**src/h2r_pkg.sv**
```systemverilog
// Shared types, constants and helper functions for the HLS to RGB converter.
// No dependencies; imported by h2r_chan and hls_to_rgb_converter.
`default_nettype none

package h2r_pkg;

	// Hue breakpoints in 1/16 degree units
	localparam logic [13:0] HUE_FULL = 14'd5760;
	localparam logic [13:0] HUE_60   = 14'd960;
	localparam logic [13:0] HUE_180  = 14'd2880;
	localparam logic [13:0] HUE_240  = 14'd3840;
	localparam logic [13:0] HUE_120  = 14'd1920;

	localparam logic [16:0] Q_HALF = 17'd32768;

	// floor(x/960) = floor(floor(x/64)/15); the divide by 15 runs on a biased,
	// non-negative value through a reciprocal multiply.
	localparam logic [25:0] DIV_BIAS  = 26'd31457280; // 15 * 2^21
	localparam logic [26:0] DIV_RECIP = 27'd71582789; // ceil(2^30 / 15)
	localparam logic [23:0] QUOT_OFS  = 24'd2097152;  // 2^21, bias after divide

	typedef enum logic [1:0] {
		REG_RISE,
		REG_HIGH,
		REG_FALL,
		REG_LOW
	} h2r_region_t;

	typedef struct packed {
		h2r_region_t region;
		logic [9:0]  dh;
	} h2r_hue_t;

	typedef struct packed {
		logic adv_s3;
		logic adv_s4;
		logic adv_s5;
	} h2r_adv_t;

	// Pick the ramp segment and the distance into it for one channel hue.
	function automatic h2r_hue_t hue_split(input logic [12:0] hue, input logic [13:0] ofs);
		logic [13:0] h;
		logic [13:0] fall;
		h2r_hue_t    r;
		h = {1'b0, hue} + ofs;
		if (h > HUE_FULL) begin
			h = h - HUE_FULL;
		end
		fall = HUE_240 - h;
		if (h < HUE_60) begin
			r.region = REG_RISE;
			r.dh     = h[9:0];
		end else if (h < HUE_180) begin
			r.region = REG_HIGH;
			r.dh     = '0;
		end else if (h < HUE_240) begin
			r.region = REG_FALL;
			r.dh     = fall[9:0];
		end else begin
			r.region = REG_LOW;
			r.dh     = '0;
		end
		return r;
	endfunction

	// Q16 value to 16-bit level: clamp at both ends, v*65535>>16 is v-1 inside.
	function automatic logic [15:0] to_level(input logic signed [23:0] v);
		logic [15:0] r;
		if (v <= 24'sd0) begin
			r = 16'd0;
		end else if (v >= 24'sd65536) begin
			r = 16'hFFFF;
		end else begin
			r = v[15:0] - 16'd1;
		end
		return r;
	endfunction

endpackage

`default_nettype wire

```
**src/h2r_chan.sv**
```systemverilog
// One color channel of the HLS to RGB pipeline: stages 3 to 5 of the ramp.
// Depends on h2r_pkg; instantiated three times by hls_to_rgb_converter.
`default_nettype none

module h2r_chan import h2r_pkg::*; (
	input  wire logic               clk,
	input  wire h2r_adv_t           adv,
	input  wire h2r_region_t        region_s2,
	input  wire logic [9:0]         dh_s2,
	input  wire logic signed [20:0] d_s2,
	input  wire logic signed [19:0] m1_s2,
	input  wire logic signed [19:0] m2_s2,
	input  wire logic               gray_s4,
	input  wire logic [15:0]        gray_lvl_s4,
	output logic [15:0]             level
);

	logic signed [31:0] prod_s3;
	h2r_region_t        region_s3, region_s4;
	logic signed [19:0] m1_s3, m2_s3, m1_s4, m2_s4;
	logic [22:0]        quot_s4;

	logic [25:0]        biased;
	logic [52:0]        recip_full;
	logic signed [23:0] ramp_v;

	// Stage 3: slope times distance into the segment
	always_ff @(posedge clk) begin
		if (adv.adv_s3) begin
			prod_s3   <= 32'(d_s2) * $signed({22'b0, dh_s2});
			region_s3 <= region_s2;
			m1_s3     <= m1_s2;
			m2_s3     <= m2_s2;
		end
	end

	// Stage 4: floor divide by 960 as shift by 6, then reciprocal of 15
	assign biased     = prod_s3[31:6] + DIV_BIAS;
	assign recip_full = {27'b0, biased} * {26'b0, DIV_RECIP};

	always_ff @(posedge clk) begin
		if (adv.adv_s4) begin
			quot_s4   <= recip_full[52:30];
			region_s4 <= region_s3;
			m1_s4     <= m1_s3;
			m2_s4     <= m2_s3;
		end
	end

	// Stage 5: assemble the ramp value and clamp to a level
	always_comb begin
		case (region_s4)
			REG_RISE, REG_FALL: ramp_v = 24'(m1_s4) + $signed({1'b0, quot_s4})
				- $signed(QUOT_OFS);
			REG_HIGH:           ramp_v = 24'(m2_s4);
			REG_LOW:            ramp_v = 24'(m1_s4);
			default:            ramp_v = 24'(m1_s4);
		endcase
	end

	always_ff @(posedge clk) begin
		if (adv.adv_s5) begin
			level <= gray_s4 ? gray_lvl_s4 : to_level(ramp_v);
		end
	end

endmodule

`default_nettype wire

```
**src/hls_to_rgb_converter.sv**
```systemverilog
// HLS to RGB converter top level: input stages, m1/m2 forming, pipeline control.
// Depends on h2r_pkg and h2r_chan.
// An accepted item passes through stage registers s1 to s5 before it shows on out_valid.
// Throughput: one item per cycle while out_stall is low; five register stages, each a bubble-collapsing slot.
// Reset (arst_n low, asynchronous): all stage valid bits clear; payload is not reset.
`default_nettype none

module hls_to_rgb_converter import h2r_pkg::*; (
	input  wire logic        clk,
	input  wire logic        arst_n,
	input  wire logic        in_valid,
	output logic             in_stall,
	input  wire logic [12:0] hue_sixteenths,
	input  wire logic [16:0] lightness_q16,
	input  wire logic [16:0] saturation_q16,
	output logic             out_valid,
	input  wire logic        out_stall,
	output logic [15:0]      red_level,
	output logic [15:0]      green_level,
	output logic [15:0]      blue_level
);

	// Pipeline control: a stage advances when empty or when the next one advances
	logic     valid_s1, valid_s2, valid_s3, valid_s4, valid_s5;
	logic     adv_s1, adv_s2;
	h2r_adv_t adv;

	assign adv.adv_s5 = !valid_s5 || !out_stall;
	assign adv.adv_s4 = !valid_s4 || adv.adv_s5;
	assign adv.adv_s3 = !valid_s3 || adv.adv_s4;
	assign adv_s2     = !valid_s2 || adv.adv_s3;
	assign adv_s1     = !valid_s1 || adv_s2;
	assign in_stall   = !adv_s1;
	assign out_valid  = valid_s5;

	always_ff @(posedge clk or negedge arst_n) begin
		if (!arst_n) begin
			valid_s1 <= 1'b0;
			valid_s2 <= 1'b0;
			valid_s3 <= 1'b0;
			valid_s4 <= 1'b0;
			valid_s5 <= 1'b0;
		end else begin
			if (adv_s1)     valid_s1 <= in_valid;
			if (adv_s2)     valid_s2 <= valid_s1;
			if (adv.adv_s3) valid_s3 <= valid_s2;
			if (adv.adv_s4) valid_s4 <= valid_s3;
			if (adv.adv_s5) valid_s5 <= valid_s4;
		end
	end

	// Stage 1: L*S product, hue segment per channel, gray detect
	logic [33:0]  ls_full;
	logic [17:0]  p_s1;
	logic [16:0]  lig_s1, sat_s1;
	h2r_hue_t     hue_s1 [3];
	logic         gray_s1;
	logic [15:0]  gray_lvl_s1;

	assign ls_full = {17'b0, lightness_q16} * {17'b0, saturation_q16};

	always_ff @(posedge clk) begin
		if (adv_s1) begin
			p_s1        <= ls_full[33:16];
			lig_s1      <= lightness_q16;
			sat_s1      <= saturation_q16;
			gray_s1     <= (saturation_q16 == 17'd0);
			gray_lvl_s1 <= to_level($signed({7'b0, lightness_q16}));
			// Channel hue offsets: hue zero is blue, so red sits at hue,
			// green at hue + 240 degrees and blue at hue + 120 degrees.
			hue_s1[0]   <= hue_split(hue_sixteenths, 14'd0);
			hue_s1[1]   <= hue_split(hue_sixteenths, HUE_240);
			hue_s1[2]   <= hue_split(hue_sixteenths, HUE_120);
		end
	end

	// Stage 2: m2 from the lightness branch, then m1 = 2L - m2 and slope m2 - m1
	logic [19:0]        m2_raw;
	logic signed [19:0] m2_c, m1_c;
	logic signed [20:0] d_c;
	logic signed [19:0] m1_s2, m2_s2;
	logic signed [20:0] d_s2;
	h2r_hue_t           hue_s2 [3];
	logic               gray_s2, gray_s3, gray_s4, gray_s5;
	logic [15:0]        gray_lvl_s2, gray_lvl_s3, gray_lvl_s4;

	always_comb begin
		if (lig_s1 <= Q_HALF) begin
			m2_raw = 20'(lig_s1) + 20'(p_s1);
		end else begin
			m2_raw = 20'(lig_s1) + 20'(sat_s1) - 20'(p_s1);
		end
		m2_c = $signed(m2_raw);
		m1_c = $signed({2'b0, lig_s1, 1'b0}) - m2_c;
		d_c  = 21'(m2_c) - 21'(m1_c);
	end

	always_ff @(posedge clk) begin
		if (adv_s2) begin
			m1_s2       <= m1_c;
			m2_s2       <= m2_c;
			d_s2        <= d_c;
			hue_s2      <= hue_s1;
			gray_s2     <= gray_s1;
			gray_lvl_s2 <= gray_lvl_s1;
		end
	end

	// Gray bypass travels alongside the channel stages
	always_ff @(posedge clk) begin
		if (adv.adv_s3) begin
			gray_s3     <= gray_s2;
			gray_lvl_s3 <= gray_lvl_s2;
		end
		if (adv.adv_s4) begin
			gray_s4     <= gray_s3;
			gray_lvl_s4 <= gray_lvl_s3;
		end
		if (adv.adv_s5) begin
			gray_s5 <= gray_s4;
		end
	end

	// Stages 3 to 5 run per channel
	logic [15:0] lvl [3];

	for (genvar c = 0; c < 3; c++) begin : g_chan
		h2r_chan u_chan (
			.clk         (clk),
			.adv         (adv),
			.region_s2   (hue_s2[c].region),
			.dh_s2       (hue_s2[c].dh),
			.d_s2        (d_s2),
			.m1_s2       (m1_s2),
			.m2_s2       (m2_s2),
			.gray_s4     (gray_s4),
			.gray_lvl_s4 (gray_lvl_s4),
			.level       (lvl[c])
		);
	end

	assign red_level   = lvl[0];
	assign green_level = lvl[1];
	assign blue_level  = lvl[2];

	// An empty first stage must never push back on the input
	a_no_stall_when_empty: assert property (@(posedge clk) disable iff (!arst_n)
		!valid_s1 |-> !in_stall)
		else $error("input stalled while stage 1 is empty");

	// An accepted item lands in stage 1
	a_accept_fills_s1: assert property (@(posedge clk) disable iff (!arst_n)
		in_valid && !in_stall |=> valid_s1)
		else $error("accepted item missing from stage 1");

	// A held stage 4 item stays put
	a_s4_hold: assert property (@(posedge clk) disable iff (!arst_n)
		valid_s4 && !adv.adv_s5 |=> valid_s4 && $stable(gray_s4))
		else $error("stage 4 item lost while held");

	// Zero saturation gives three equal levels
	a_gray_equal: assert property (@(posedge clk) disable iff (!arst_n)
		out_valid && gray_s5 |-> red_level == green_level && green_level == blue_level)
		else $error("gray item with unequal channels");

endmodule

`default_nettype wire
```
**config.mk**
```make
export PLATFORM = sky130hd
export DESIGN_NAME = hls_to_rgb_converter
export DESIGN_NICKNAME = d
export VERILOG_FILES = /design/src/h2r_pkg.sv /design/src/h2r_chan.sv /design/src/hls_to_rgb_converter.sv
export SDC_FILE = /design/constraint.sdc
export NUM_CORES = 2
export LEC_CHECK = 0
export ABC_AREA = 1
export BUFFER_PORTS_ARGS = -buffer_cell sky130_fd_sc_hd__buf_2
export CAP_MARGIN = 20
export CORE_MARGIN = 2
export CORE_UTILIZATION = 56
export DETAILED_ROUTE_END_ITERATION = 12
export PLACE_DENSITY = 0.8
export REMOVE_ABC_BUFFERS = 1
export SYNTH_ARGS = -nofsm -noshare
export SYNTH_HDL_FRONTEND = slang
export SYNTH_SLANG_ARGS = --single-unit
```
**constraint.sdc**
```tcl
create_clock -name clk -period 18 [get_ports clk]
set_input_delay 3.6 -clock clk [delete_from_list [all_inputs] [get_ports clk]]
set_output_delay 3.6 -clock clk [all_outputs]
set_load 0.005 [all_outputs]
```
==> flow_metrics.py <==
metrics = {
    "clock_network": {
        "clock_latency_ps": 710,
        "cts_hold_repair.buffers": 0,
        "number_of_buffers_inserted_during_clock_tree_synthesis": 59,
        "clockRootBuffer": "clkbuf_16",
        "path_clk_slew_ps": 60,
        "clock_sink_count": 541,
        "cts_repair_resize_count": 0,
        "cts_max_path_buffers": 3,
        "h_tree_depth": 2,
        "post_cts_setup_buffers": 0,
        "cts_tree": "yes",
    },
    "min_path": {
        "hp-class": "register to register",
        "hold_start": "hue_s2[22]$_DFFE_PP_",
        "worstHoldPathCells": 0,
    },
    "timing": {
        "min_period_over_period": 0.535,
        "final-setup-viol-count": 0,
        "worst_pin_slew_ps": 1160,
        "clock_skew_ps": 70.6,
        "rsz0062_at_grt": "no",
        "clock.fmax_mhz": 104,
        "fin_tns_setup_ps": 0,
        "timing.final.max_slew_violations": 0,
        "min_period_ps": 9630,
        "slew_headroom": 0.215,
        "hold_viol": 0,
    },
    "yosys": {
        "synth.avg_cell_area_sq_um": 8.29,
        "synthArstFlopShare": 0.00924,
        "dominantRegCellSynth": "edfxtp_1",
        "synth.mux.area_fraction": 0,
        "synth-edff-count": 536,
        "post_synth_inst_count": 10099,
        "post-synth-top-area-fraction": 0.256,
        "synthAdderAreaFrac": 0.423,
        "yosys.area_share.xor_xnor": 0.0289,
        "mappedNetlistArea_sq_mm": 0.0837,
        "synth_area_leaders": "fa_1, edfxtp_1, ha_1, inv_1, nand2_1",
        "synth-compound-area-share": 0.0671,
        "synthDistinctLibCells": 63,
        "synth.largest_area_cell": "fa_1",
        "ys.warnings.count": 0,
        "largest_family_of_logic_cells_by_synthesized_area": "adder cells",
        "register_area_share_after_synthesis": 0.194,
        "synth.ff_latch_count": 541,
        "yosys.area_share.simple": 0.165,
    },
    "grt": {
        "grt_antenna_before_repair": 15,
        "first_global_vias": 67936,
        "grt_start_max_net_pins": 75,
        "grt_pass1_wl_microns": 356000,
        "grt_use_met2": 0.490,
        "global_route.overflow_total": 0,
        "grt_busiest_layer": "met2",
        "grt_use_met1": 0.405,
        "gr-usage-met3": 0.0394,
        "groute.usage.overall": 0.294,
    },
    "layout": {
        "synthToLayoutAreaGrowth_pct": 5.38,
        "layout_commonest_cell": "inv_1",
        "mostFrequentLayoutCells": "inv_1, nand2_1, ha_1, fa_1, edfxtp_1",
        "num-nets-final": 12318,
        "finalInstanceArea_sq_mm": 0.0882,
        "fillerInstances": 12695,
        "post_route_cells_drive_above_1_share": 0.0312,
    },
    "worst_setup_path": {
        "flop2flop_setup_slack_ps": 11200,
        "start_kind": "input port",
        "crit_path_end": "in_stall",
        "critical_path_peak_fanout": 70,
        "worstPathArrival_ps": 6030,
        "critical_path.reg2reg.startpoint": "lig_s1[1]$_DFFE_PN_",
        "worstReg2RegEnd": "d_s2[16]$_DFFE_PP_",
        "r2r.worst_path.cells": 25,
        "crit_path_end_kind": "output pin",
        "cp.required_ps": 14400,
        "critical_path.startpoint": "out_stall",
        "timing_worst_setup_path_type": "input port to output pin",
    },
    "place": {
        "place.port_buffers": 100,
        "gp_congestion": 0.995,
        "placed_instance_area_sq_mm": 0.0860,
        "place.detailed.hpwl_microns": 183000,
    },
    "die": {
        "floorplan_die_area_sq_mm": 0.153,
        "ioPinCount": 101,
        "std_cell_rows": 141,
        "floorplan.die.width_microns": 391,
        "core_region_area_sq_mm": 0.148,
        "start_util": 0.565,
        "fp.dieH_microns": 391,
    },
    "route": {
        "drtPass1Iterations": 7,
        "remaining_drc_errors": 0,
        "drt_first_iter_violations": 6007,
        "finalWirelength_microns": 221000,
        "ant_nets": 0,
        "route.vias.total": 66048,
        "route.detailed.wl_per_inst_microns": 18.3,
        "vias_per_instance": 5.48,
    },
    "job": {
        "maxCapViolCount": 0,
    },
    "status": {
        "outcome": "finished, final reports clean",
    },
}
==> cell type report <==
class / count / area (sq um) / share of cell area
well taps: 1930 / 2410 / 0.0274
repair buffers: 132 / 753 / 0.00854
multi-input cells: 6877 / 57300 / 0.650
inverters: 2468 / 9280 / 0.105
diodes: 3 / 7.51 / 0.0000851
flip-flops and latches: 541 / 16200 / 0.184
clock inverters: 49 / 696 / 0.00789
clock buffers: 62 / 1490 / 0.0169
==> cell usage after synthesis (all sizes together) (2+ instances only) <==
master  number
edfxtp     536
buf         51
and2        13
a21boi      16
nand4       73
o22ai       37
inv       2467
and3         5
a22oi       11
o21bai      23
o211ai      11
a211oi      10
a32oi        3
or2         15
a31oi       51
nand2     2337
nand3b      28
fa        1069
a221oi       4
o31ai       12
xor2       182
o21a        22
conb         2
nor4        23
a21o        33
xnor2       89
nor3b        2
or3b         2
o21ai      296
a21oi      461
ha        1119
a31o         3
dfrtp        5
o221ai       6
nor3        33
o31a         2
clkbuf     175
nand3      336
nor2       530
==> routing by layer <==
layer,up-vias,wire length (microns)
met5,-,111
met2,2524,104000
li1,31191,-
met3,427,16100
met4,14,6260
met1,31892,95100
==> per-stage QoR <==
step	hold WS, ps	setup slack [ps]	instances	util
global route	402	8220	12060	0.596
detailed placement	405	7610	11946	0.581
floorplan	400	1550	9886	-
CTS	393	7620	12057	0.596
global placement	401	7690	11946	0.581
finish	400	8370	12062	0.596
==> kinds of logic after synthesis <==
kind of cell             count (synthesis)
adder cells (fa/ha/maj)               2188
flip-flops                             541
buffers and inverters                 2694
XOR/XNOR                               271
AO/OA/AOI/OAI                         1006
AND/OR/NAND/NOR                       3397
other                                    2
==> sequential cells by signal, summed over array words and instances (netlist names), 6 cells and up <==
name                     count
d_s2                        20
sat_s1                      17
hue_s2                      36
gray_lvl_s4                 16
g_chan.u_chan.m2_s3         19
lig_s1                      17
p_s1                        18
m2_s2                       19
g_chan.u_chan.level         48
g_chan.u_chan.m2_s4         20
hue_s1                      36
m1_s2                       20
gray_lvl_s3                 16
g_chan.u_chan.prod_s3       78
g_chan.u_chan.region_s4      6
gray_lvl_s2                 16
g_chan.u_chan.quot_s4       69
g_chan.u_chan.region_s3      6
gray_lvl_s1                 16
g_chan.u_chan.m1_s4         19
g_chan.u_chan.m1_s3         20
==> worst min path at each step <==
stage / slack [ps] / endpoint
after detailed placement: 400 / g_chan[0].u_chan.m1_s3[1]$_DFFE_PP_
after CTS: 390 / g_chan[0].u_chan.m1_s4[8]$_DFFE_PP_
final: 400 / g_chan[1].u_chan.region_s3[0]$_DFFE_PP_
after global placement: 400 / hue_s2[20]$_DFFE_PP_
after global routing: 400 / g_chan[1].u_chan.region_s3[0]$_DFFE_PP_
after floorplan: 400 / g_chan[0].u_chan.m1_s3[0]$_DFFE_PP_
==> critical path: stages <==
cell and delay [ps]:
buf_2 80, nand2_2 150, nor2_1 220, inv_4 70
nor2_1 240, inv_6 250, nor2_1 260, inv_4 270
nor2_1 620, buf_2 230
Power is left out: the tool's default activity adds up to more than one toggle a clock period on the data nets, which glitch-free logic cannot reach.
